$ cat config.mk
export PLATFORM = sky130hd
export DESIGN_NAME = rrt_ctrl
export DESIGN_NICKNAME = d
export VERILOG_FILES = /design/src/hdl/rrt_pkg.sv /design/src/hdl/rrt_ctrl.sv
export SDC_FILE = /design/constraint.sdc
export NUM_CORES = 1
export LEC_CHECK = 0
export ABC_AREA = 1
export BUFFER_PORTS_ARGS = -buffer_cell sky130_fd_sc_hd__buf_4
export CAP_MARGIN = 20
export CORE_MARGIN = 8
export CORE_UTILIZATION = 40
export CTS_BUF_LIST = sky130_fd_sc_hd__clkbuf_8
export DETAILED_ROUTE_END_ITERATION = 12
export PLACE_DENSITY = 0.67
export SYNTH_ARGS = -nofsm -noshare
export SYNTH_HDL_FRONTEND = slang
export SYNTH_SLANG_ARGS = --single-unit
$ cat constraint.sdc
create_clock -name clk -period 14.5 [get_ports clk]
set_input_delay 0.725 -clock clk [delete_from_list [all_inputs] [get_ports clk]]
set_output_delay 0.725 -clock clk [all_outputs]
set_load 0.02 [all_outputs]
$ cat src/hdl/rrt_pkg.sv
package rrt_pkg;
  localparam int Entries = 64;
  localparam int IdxW = $clog2(Entries);
  localparam int CntW = $clog2(Entries + 1);
  localparam int PosW = 6;
  localparam int ResultCap = 64;

  localparam logic [2:0] CmdAdd = 3'd0;
  localparam logic [2:0] CmdSetProg = 3'd1;
  localparam logic [2:0] CmdEdit = 3'd2;
  localparam logic [2:0] CmdFind = 3'd3;
  localparam logic [2:0] CmdSort = 3'd4;
  localparam logic [2:0] CmdDelete = 3'd5;
  localparam logic [2:0] CmdList = 3'd6;

  localparam logic [2:0] StOk = 3'd0;
  localparam logic [2:0] StBadIndex = 3'd1;
  localparam logic [2:0] StNotFound = 3'd2;
  localparam logic [2:0] StFull = 3'd3;
  localparam logic [2:0] StEmpty = 3'd4;

  typedef struct packed {
    logic [2:0] cmd;
    logic [5:0] entry_index;
    logic [63:0] name_tag;
    logic signed [15:0] new_progress;
  } req_t;

  typedef struct packed {
    logic [2:0] status_code;
    logic [5:0] position;
    logic [63:0] out_name_tag;
    logic signed [15:0] out_progress;
    logic complete;
    logic last;
  } rsp_t;

  typedef struct packed {
    logic [63:0] name;
    logic signed [15:0] prog;
    logic done;
  } rec_t;

  // controller to datapath
  typedef enum logic [3:0] {
    OpNone, OpLoad, OpWrite, OpRdI, OpRdJ, OpWrI, OpWrJ, OpShift, OpCount
  } op_t;

  typedef struct packed {
    op_t op;
    logic [IdxW-1:0] addr;
    logic cnt_inc;
    logic cnt_dec;
  } ctl_t;

  typedef struct packed {
    logic [CntW-1:0] count;
    logic name_hit;
    logic j_greater;
    rec_t rd;
  } sts_t;
endpackage

$ cat src/hdl/rrt_ctrl.sv
module rrt_ctrl (
  input  logic clk,
  input  logic rst_n,
  input  logic in_valid,
  output logic in_ready,
  input  rrt_pkg::req_t in_req,
  output rrt_pkg::req_t req_r,
  output rrt_pkg::ctl_t ctl,
  input  rrt_pkg::sts_t sts,
  output logic out_valid,
  input  logic out_ready,
  output rrt_pkg::rsp_t out_rsp
);
  typedef enum logic [3:0] {
    S_IDLE, S_RD, S_WR, S_FIND, S_SI, S_SJ, S_SCMP, S_SWI, S_SWJ,
    S_DEL, S_SHR, S_SHW, S_LST, S_OUT
  } state_t;

  localparam int IW = rrt_pkg::IdxW;
  localparam int CW = rrt_pkg::CntW;

  state_t state_r;
  logic [CW-1:0] i_r, j_r, lim_r;
  logic after_r;
  logic ovalid_r;
  rrt_pkg::rsp_t rsp_r;
  logic accept;
  logic emit;

  assign accept = in_valid && in_ready;
  assign in_ready = (state_r == S_IDLE) && !ovalid_r;
  assign out_valid = ovalid_r;
  assign out_rsp = rsp_r;

  function automatic rrt_pkg::rsp_t err(input logic [2:0] st);
    rrt_pkg::rsp_t r;
    r = '0;
    r.status_code = st;
    r.last = 1'b1;
    return r;
  endfunction

  function automatic rrt_pkg::rsp_t rec(input logic [CW-1:0] p, input rrt_pkg::rec_t d,
                                        input logic lst);
    rrt_pkg::rsp_t r;
    r.status_code = rrt_pkg::StOk;
    r.position = p[rrt_pkg::PosW-1:0];
    r.out_name_tag = d.name;
    r.out_progress = d.prog;
    r.complete = d.done;
    r.last = lst;
    return r;
  endfunction

  always_comb begin
    case (state_r)
      S_LST: emit = after_r && (!ovalid_r || out_ready);
      S_DEL: emit = !after_r;
      S_OUT: emit = !ovalid_r || out_ready;
      default: emit = 1'b0;
    endcase
  end

  always_comb begin
    ctl = '0;
    ctl.op = rrt_pkg::OpNone;
    ctl.addr = i_r[IW-1:0];
    case (state_r)
      S_IDLE: ctl.addr = in_req.entry_index[IW-1:0];
      S_RD: ctl.addr = req_r.entry_index[IW-1:0];
      S_WR: begin
        ctl.op = rrt_pkg::OpWrite;
        ctl.cnt_inc = (req_r.cmd == rrt_pkg::CmdAdd);
      end
      S_SI: ctl.addr = i_r[IW-1:0];
      S_SJ: begin ctl.op = rrt_pkg::OpRdI; ctl.addr = j_r[IW-1:0]; end
      S_SCMP: ctl.addr = j_r[IW-1:0];
      S_SWI: begin ctl.op = rrt_pkg::OpWrI; ctl.addr = i_r[IW-1:0]; end
      S_SWJ: begin ctl.op = rrt_pkg::OpWrJ; ctl.addr = j_r[IW-1:0]; end
      S_SHR: ctl.addr = j_r[IW-1:0];
      S_SHW: ctl.op = rrt_pkg::OpShift;
      S_DEL: ctl.cnt_dec = (i_r + 1'b1 >= sts.count);
      default: ctl.op = rrt_pkg::OpNone;
    endcase
  end

  // sort: i_r outer, j_r inner; S_SI reads i then j pipelined
  always_ff @(posedge clk) begin
    if (!rst_n) begin
      state_r <= S_IDLE;
      ovalid_r <= 1'b0;
    end else begin
      if (emit) ovalid_r <= 1'b1;
      else if (out_ready) ovalid_r <= 1'b0;
      case (state_r)
        S_IDLE: if (accept) begin
          req_r <= in_req;
          i_r <= '0;
          case (in_req.cmd)
            rrt_pkg::CmdAdd: begin
              if (sts.count == CW'(rrt_pkg::Entries)) begin
                rsp_r <= err(rrt_pkg::StFull); state_r <= S_OUT;
              end else begin
                i_r <= sts.count; state_r <= S_WR;
              end
            end
            rrt_pkg::CmdSetProg, rrt_pkg::CmdEdit, rrt_pkg::CmdDelete: begin
              if (CW'(in_req.entry_index) >= sts.count) begin
                rsp_r <= err(rrt_pkg::StBadIndex); state_r <= S_OUT;
              end else begin
                i_r <= CW'(in_req.entry_index); state_r <= S_RD;
              end
            end
            rrt_pkg::CmdFind: state_r <= S_FIND;
            rrt_pkg::CmdSort, rrt_pkg::CmdList: begin
              lim_r <= (sts.count > CW'(rrt_pkg::ResultCap)) ?
                       CW'(rrt_pkg::ResultCap) : sts.count;
              if (sts.count == '0) begin
                rsp_r <= err(rrt_pkg::StEmpty); state_r <= S_OUT;
              end else if (in_req.cmd == rrt_pkg::CmdSort && sts.count > 1) begin
                j_r <= CW'(1); state_r <= S_SI;
              end else begin
                state_r <= S_LST;
              end
            end
            default: state_r <= S_IDLE;
          endcase
        end
        S_RD: state_r <= (req_r.cmd == rrt_pkg::CmdDelete) ? S_DEL : S_WR;
        S_WR: state_r <= S_LST;
        S_FIND: begin
          // rd_r holds entry i_r here once after_r is set
          if (i_r >= sts.count) begin
            rsp_r <= err(rrt_pkg::StNotFound); state_r <= S_OUT;
          end else if (after_r && sts.name_hit) begin
            rsp_r <= rec(i_r, sts.rd, 1'b1); state_r <= S_OUT;
          end else if (after_r) begin
            i_r <= i_r + 1'b1; after_r <= 1'b0;
          end else begin
            after_r <= 1'b1;
          end
        end
        S_SI: state_r <= S_SJ;
        S_SJ: state_r <= S_SCMP;
        S_SCMP: begin
          if (sts.j_greater) state_r <= S_SWI;
          else if (j_r + 1'b1 < sts.count) begin
            j_r <= j_r + 1'b1; state_r <= S_SI;
          end else if (i_r + CW'(2) < sts.count) begin
            i_r <= i_r + 1'b1; j_r <= i_r + CW'(2); state_r <= S_SI;
          end else begin
            i_r <= '0; state_r <= S_LST;
          end
        end
        S_SWI: state_r <= S_SWJ;
        S_SWJ: begin
          if (j_r + 1'b1 < sts.count) begin
            j_r <= j_r + 1'b1; state_r <= S_SI;
          end else if (i_r + CW'(2) < sts.count) begin
            i_r <= i_r + 1'b1; j_r <= i_r + CW'(2); state_r <= S_SI;
          end else begin
            i_r <= '0; state_r <= S_LST;
          end
        end
        S_DEL: begin
          if (!after_r) rsp_r <= rec(i_r, sts.rd, 1'b1);
          if (i_r + 1'b1 >= sts.count) begin
            after_r <= 1'b0; state_r <= S_IDLE;
          end else begin
            after_r <= 1'b1; j_r <= i_r + 1'b1; state_r <= S_SHR;
          end
        end
        S_SHR: state_r <= S_SHW;
        S_SHW: begin i_r <= j_r; state_r <= S_DEL; end
        S_LST: begin
          // wait for the registered read; after_r marks data ready
          if (!after_r) after_r <= 1'b1;
          else if (emit) begin
            after_r <= 1'b0;
            if (req_r.cmd == rrt_pkg::CmdSort || req_r.cmd == rrt_pkg::CmdList) begin
              rsp_r <= rec(i_r, sts.rd, i_r + 1'b1 == lim_r);
              if (i_r + 1'b1 == lim_r) state_r <= S_IDLE;
              else i_r <= i_r + 1'b1;
            end else begin
              rsp_r <= rec(i_r, sts.rd, 1'b1);
              state_r <= S_IDLE;
            end
          end
        end
        S_OUT: if (emit) begin
          after_r <= 1'b0;
          state_r <= S_IDLE;
        end
        default: state_r <= S_IDLE;
      endcase
      if (state_r == S_IDLE) after_r <= 1'b0;
    end
  end
endmodule

# Word level (Yosys, flattened, before mapping)
# Cells that the tools add are included.
dict set report op_classes {
  addsub 3
  n_lt_le_gt_ge 7
  n_eq_ne 48
  n_mux 70
  reduce_logical 28
}
# operator n
set ops {}
lappend ops {{2-to-1 mux 91 bit} 9}
lappend ops {{one-hot mux 91 bit (4 select lines)} 1}
lappend ops {{one-hot mux 91 bit (3 select lines)} 1}
lappend ops {{2-to-1 mux 7 bit} 20}
lappend ops {{2-to-1 mux 4 bit} 17}
lappend ops {{one-hot mux 4 bit (14 select lines)} 1}
lappend ops {{one-hot mux 7 bit (6 select lines)} 1}
lappend ops {{!= test 2 bit, second input constant} 14}
lappend ops {{one-hot mux 7 bit (4 select lines)} 1}
lappend ops {{== test 4 bit, second input constant} 6}
lappend ops {{!= test 3 bit, second input constant} 8}
lappend ops {{AND reduction 11 bit} 2}
lappend ops {{== test 3 bit, second input constant} 6}
lappend ops {{one-hot mux 6 bit (3 select lines)} 1}
lappend ops {{== test 4 x 3 -> 1 bit, second input constant} 4}
lappend ops {{one-hot mux 4 bit (4 select lines)} 1}
lappend ops {{one-hot mux 3 bit (5 select lines)} 1}
lappend ops {{adder 7 x 1 -> 7 bit, second input constant} 2}
lappend ops {{>= comparator 7 bit} 2}
lappend ops {{< comparator 7 bit} 2}
lappend ops {{one-hot mux 7 bit (2 select lines)} 1}
lappend ops {{2-to-1 mux 1 bit} 12}
lappend ops {{== test 4 x 2 -> 1 bit, second input constant} 2}
lappend ops {{AND reduction 8 bit} 1}
lappend ops {{other kinds (31)} 40}
dict set report word_totals {
  ff_bits 207
  inputBits 183
  output_inout_bits 194
}

# Longest topological paths before layout
dict set report logic_depth {
  ltp_word 7
  depth_mapped 18
}

# Worst setup path before layout
# No wires, ideal clock.
dict set report synth_path {
  kind {register to register}
  from {reg state_r[0]}
  to {reg req_r[0] (netlist bit) (enable)}
  setup_ns 0.537
  t_arrival_ns 4.747
  t_required_ns 13.963
  slack_ns 9.216
  stages_incl_launch_ff 6
  synth_period_minus_slack_ns 5.284
  path_cell_list {dfxtp_1 -> nor2_2 -> nand2_2 -> nor2_2 -> nand2_1 -> nor2_1}
}
dict set report synth_via {
  elab_chain_len 4
}
# element line_no
set synth_rtl {}
lappend synth_rtl {{from (decl)} rrt_ctrl.sv:22} ;# state_t state_r;
lappend synth_rtl {{from (signal assigned)} rrt_ctrl.sv:129} ;# S_RD: state_r <= (req_r.cmd == rrt_pkg::CmdDelete) ? S_DEL : S_WR;
lappend synth_rtl {{logical NOT 4 bit} rrt_ctrl.sv:31} ;# assign in_ready = (state_r == S_IDLE) && !ovalid_r;
lappend synth_rtl {{logical AND 1 bit} rrt_ctrl.sv:31}
lappend synth_rtl {{net in_ready} rrt_ctrl.sv:5} ;# output logic in_ready,
lappend synth_rtl {{logical AND 1 bit} rrt_ctrl.sv:30} ;# assign accept = in_valid && in_ready;
lappend synth_rtl {{AND reduction 3 bit (no line)} -}
lappend synth_rtl {{to (signal assigned)} rrt_ctrl.sv:97} ;# req_r <= in_req;
lappend synth_rtl {{to (decl)} rrt_ctrl.sv:7} ;# output rrt_pkg::req_t req_r,
# The timed path passes the listed nets, and every way through them passes these cells.
# A chain may end at the register's enable or synchronous reset.

==> out/results.txt <==
Fmax - 267 MHz
Area Overhead vs Synth - 40.8%
post-synthesis cell type count - 37
CP Max Fanout - 6
I/O pin count - 377
worst slew margin relative to its limit - 24.7%
DIE AREA - 28,500 sq um
Power Density - 160 nW/um^2
Initial Utilization - 40.3%
clock slew at reported path FFs - 70 ps
DRC - 0
Post-Route WL - 32,000 um
Post-CTS Setup Inserts - 0
Worst-Skew Late Latency - 520 ps
WP data arrival - 3010 ps
hpwl dp - 25,300 um
CP top delay family - simple AND/OR/NAND/NOR gates
worst hold path depth - 1
largest net degree at the start of global routing - 88
layout cell share with drive strength beyond 1 - 34.2%
crit-path cells - ha_1 -> nand2_1 -> nor2_1 -> nand3_1 -> nand2_1 -> inv_1 -> ha_1 -> nand2_1 -> nor2_1 -> nand4_1 -> nand3_1 -> nand2_1 -> inv_1 -> buf_4
first-pass GRT wire length - 46,600 um
Final Max Slew Viols - 0
CP peak stage delay - 560 ps
CP dominant cell by count - nand2_1
WS Path Type - register to primary output
Peak VDD IR - 0.0774 mV
drt pass-1 iters - 5
Post-synth top cells - edfxtp_1 (202), nor2_1 (159), inv_1 (155)
Core Area - 23,200 sq um
TritonCTS clock tree - built
Yosys reg bits - 207
Tot GR Track Use - 21.6%
Port-buffer cells - 375
setup_tns - 0 ps
actual slew at the worst max-slew pin - 1120 ps
synthesized area per cell - 10.7 sq um
Async SR Flop Fraction - 0%
Synth top area share - 64.8%
cts repair resizes - 0
CP Capture Type - primary output
Seq/Total Area, Yosys - 65.9%
Main synth FF type - edfxtp_1
most common cell in the netlist - edfxtp_1
number of synthesized flops with an enable pin - 202
Final Hold Viols - 0
Cell Rows - 56
clock sinks - 207
status - completed
Root Buffer - clkbuf_8
crit start category - register
Iteration-0 DRC Markers - 501
antenna violations before repair - 1
Cell Area, Synth - 9360 sq um
synth warn - 0
Min-Delay Path Class - input port to register
post-route ant nets - 0
Die H - 169 um
WP depth - 14
total number of vias - 7,772
total grt overflow - 0
Avg WL per Cell - 19.8 um
Hold Worst Slack - 380 ps
final period utilization - 25.8%
RSZ-0062 raised after global routing - no
vias in the first global route - 7,620
worst path bufs/invs - 3
largest area contributor in the netlist - edfxtp_1
Inserted Clock Buffers - 36
Synth area leaders - edfxtp_1 (65%), nor2_1 (6.4%), inv_1 (6.2%), nand2_1 (5.5%), ha_1 (4.7%)
syn_nets - 1,090
H-tree depth - 2
final setup fails - 0
vias per inst - 4.80
worst path required time - 13,780 ps
hold buffer count at CTS - 0
DP Worst Slack - 10,730 ps
PnR worst setup slack - 10,760 ps
MaxCap Viol Count - 0
Bufs on Longest Clock Path - 3
Mapped Cells - 872
Leakage Power - 6.25 nW
Die X - 169 um
CP max stage cell - edfxtp_1
Nets - 1,492
crit path time final - 3740 ps
Worst Skew - 17.9 ps
FF-to-FF path depth - 13
Routability Congestion - 0.935
[per-stage QoR]
step,cells,total power [mW],area (sq um),util [%]
floorplan,872,1.32,9360,-
global placement,1555,1.64,12500,54.1
detailed placement,1555,1.64,12500,54.1
CTS,1617,2.12,13200,56.8
global route,1618,2.23,13200,56.8
finish,1618,2.11,13200,56.8
[layout by cell type (no fill, tap or decap), drive strengths merged, types with 3 or more instances in the layout]
cell type,n
clkbuf,38
nand2,141
a22oi,6
dfxtp,5
clkinv,10
o211ai,3
nor3,10
ha,35
nand4,7
o21ai,27
o2111ai,6
buf,379
o22ai,7
inv,170
a21oi,24
edfxtp,202
nand3,37
xnor2,3
nor2,164
xor2,7
nand3b,5
[worst paths after layout]
kind / startpoint / to / slack (ps)
min: in_req[8] / req_r[8]$_DFFE_PP_ / 380
min reg2reg: state_r[1]$_SDFFE_PN0P_ / state_r[1]$_SDFFE_PN0P_ / 610
max reg2reg: i_r[1]$_DFFE_PP_ / j_r[1]$_DFFE_PP_ / 10890
max: i_r[1]$_DFFE_PP_ / ctl[0] / 10760
[cell families (layout without fill, tap and decap cells)]
logic type | count (synthesis) | after routing | share of synthesized area [%]
AO/OA/AOI/OAI | 79 | 79 | 5.11
XOR/XNOR | 10 | 10 | 0.936
buffers and inverters | 173 | 599 | 7.15
AND/OR/NAND/NOR | 367 | 367 | 16.2
flip-flops | 207 | 207 | 65.9
other | 1 | 2 | 0.0401
adder cells (fa/ha/maj) | 35 | 35 | 4.68
[cell type report]
class	instances	area (sq um)
diodes	1	2.50
clock buffers	38	523
clock inverters	24	104
fillers	2048	10000
inverters	158	593
multi-input cells	492	2540
flip-flops and latches	207	6170
well taps	319	399
repair buffers	379	2850
[registers in the layout (all words and copies together) (netlist names)]
name,flops
out_rsp,91
req_r,89
i_r,7
j_r,7
lim_r,7
state_r,4
after_r,1
out_valid,1
[report_power, final]
group | switching (mW) | internal, mW
logic | 0.513 | 0.264
clock network | 0.233 | 0.242
registers | 0.0531 | 0.801
[per-layer routing]
| layer | share of wire, % | up-vias | track usage (%) |
|---|---|---|---|
| met5 | 0 | - | 0 |
| met2 | 52 | 322 | 38.9 |
| met1 | 39 | 3711 | 25.0 |
| met3 | 7.5 | 44 | 5.19 |
| li1 | - | 3695 | - |
| met4 | 2.1 | 0 | 6.17 |
Note: power is estimated with default switching activity, not from simulation.
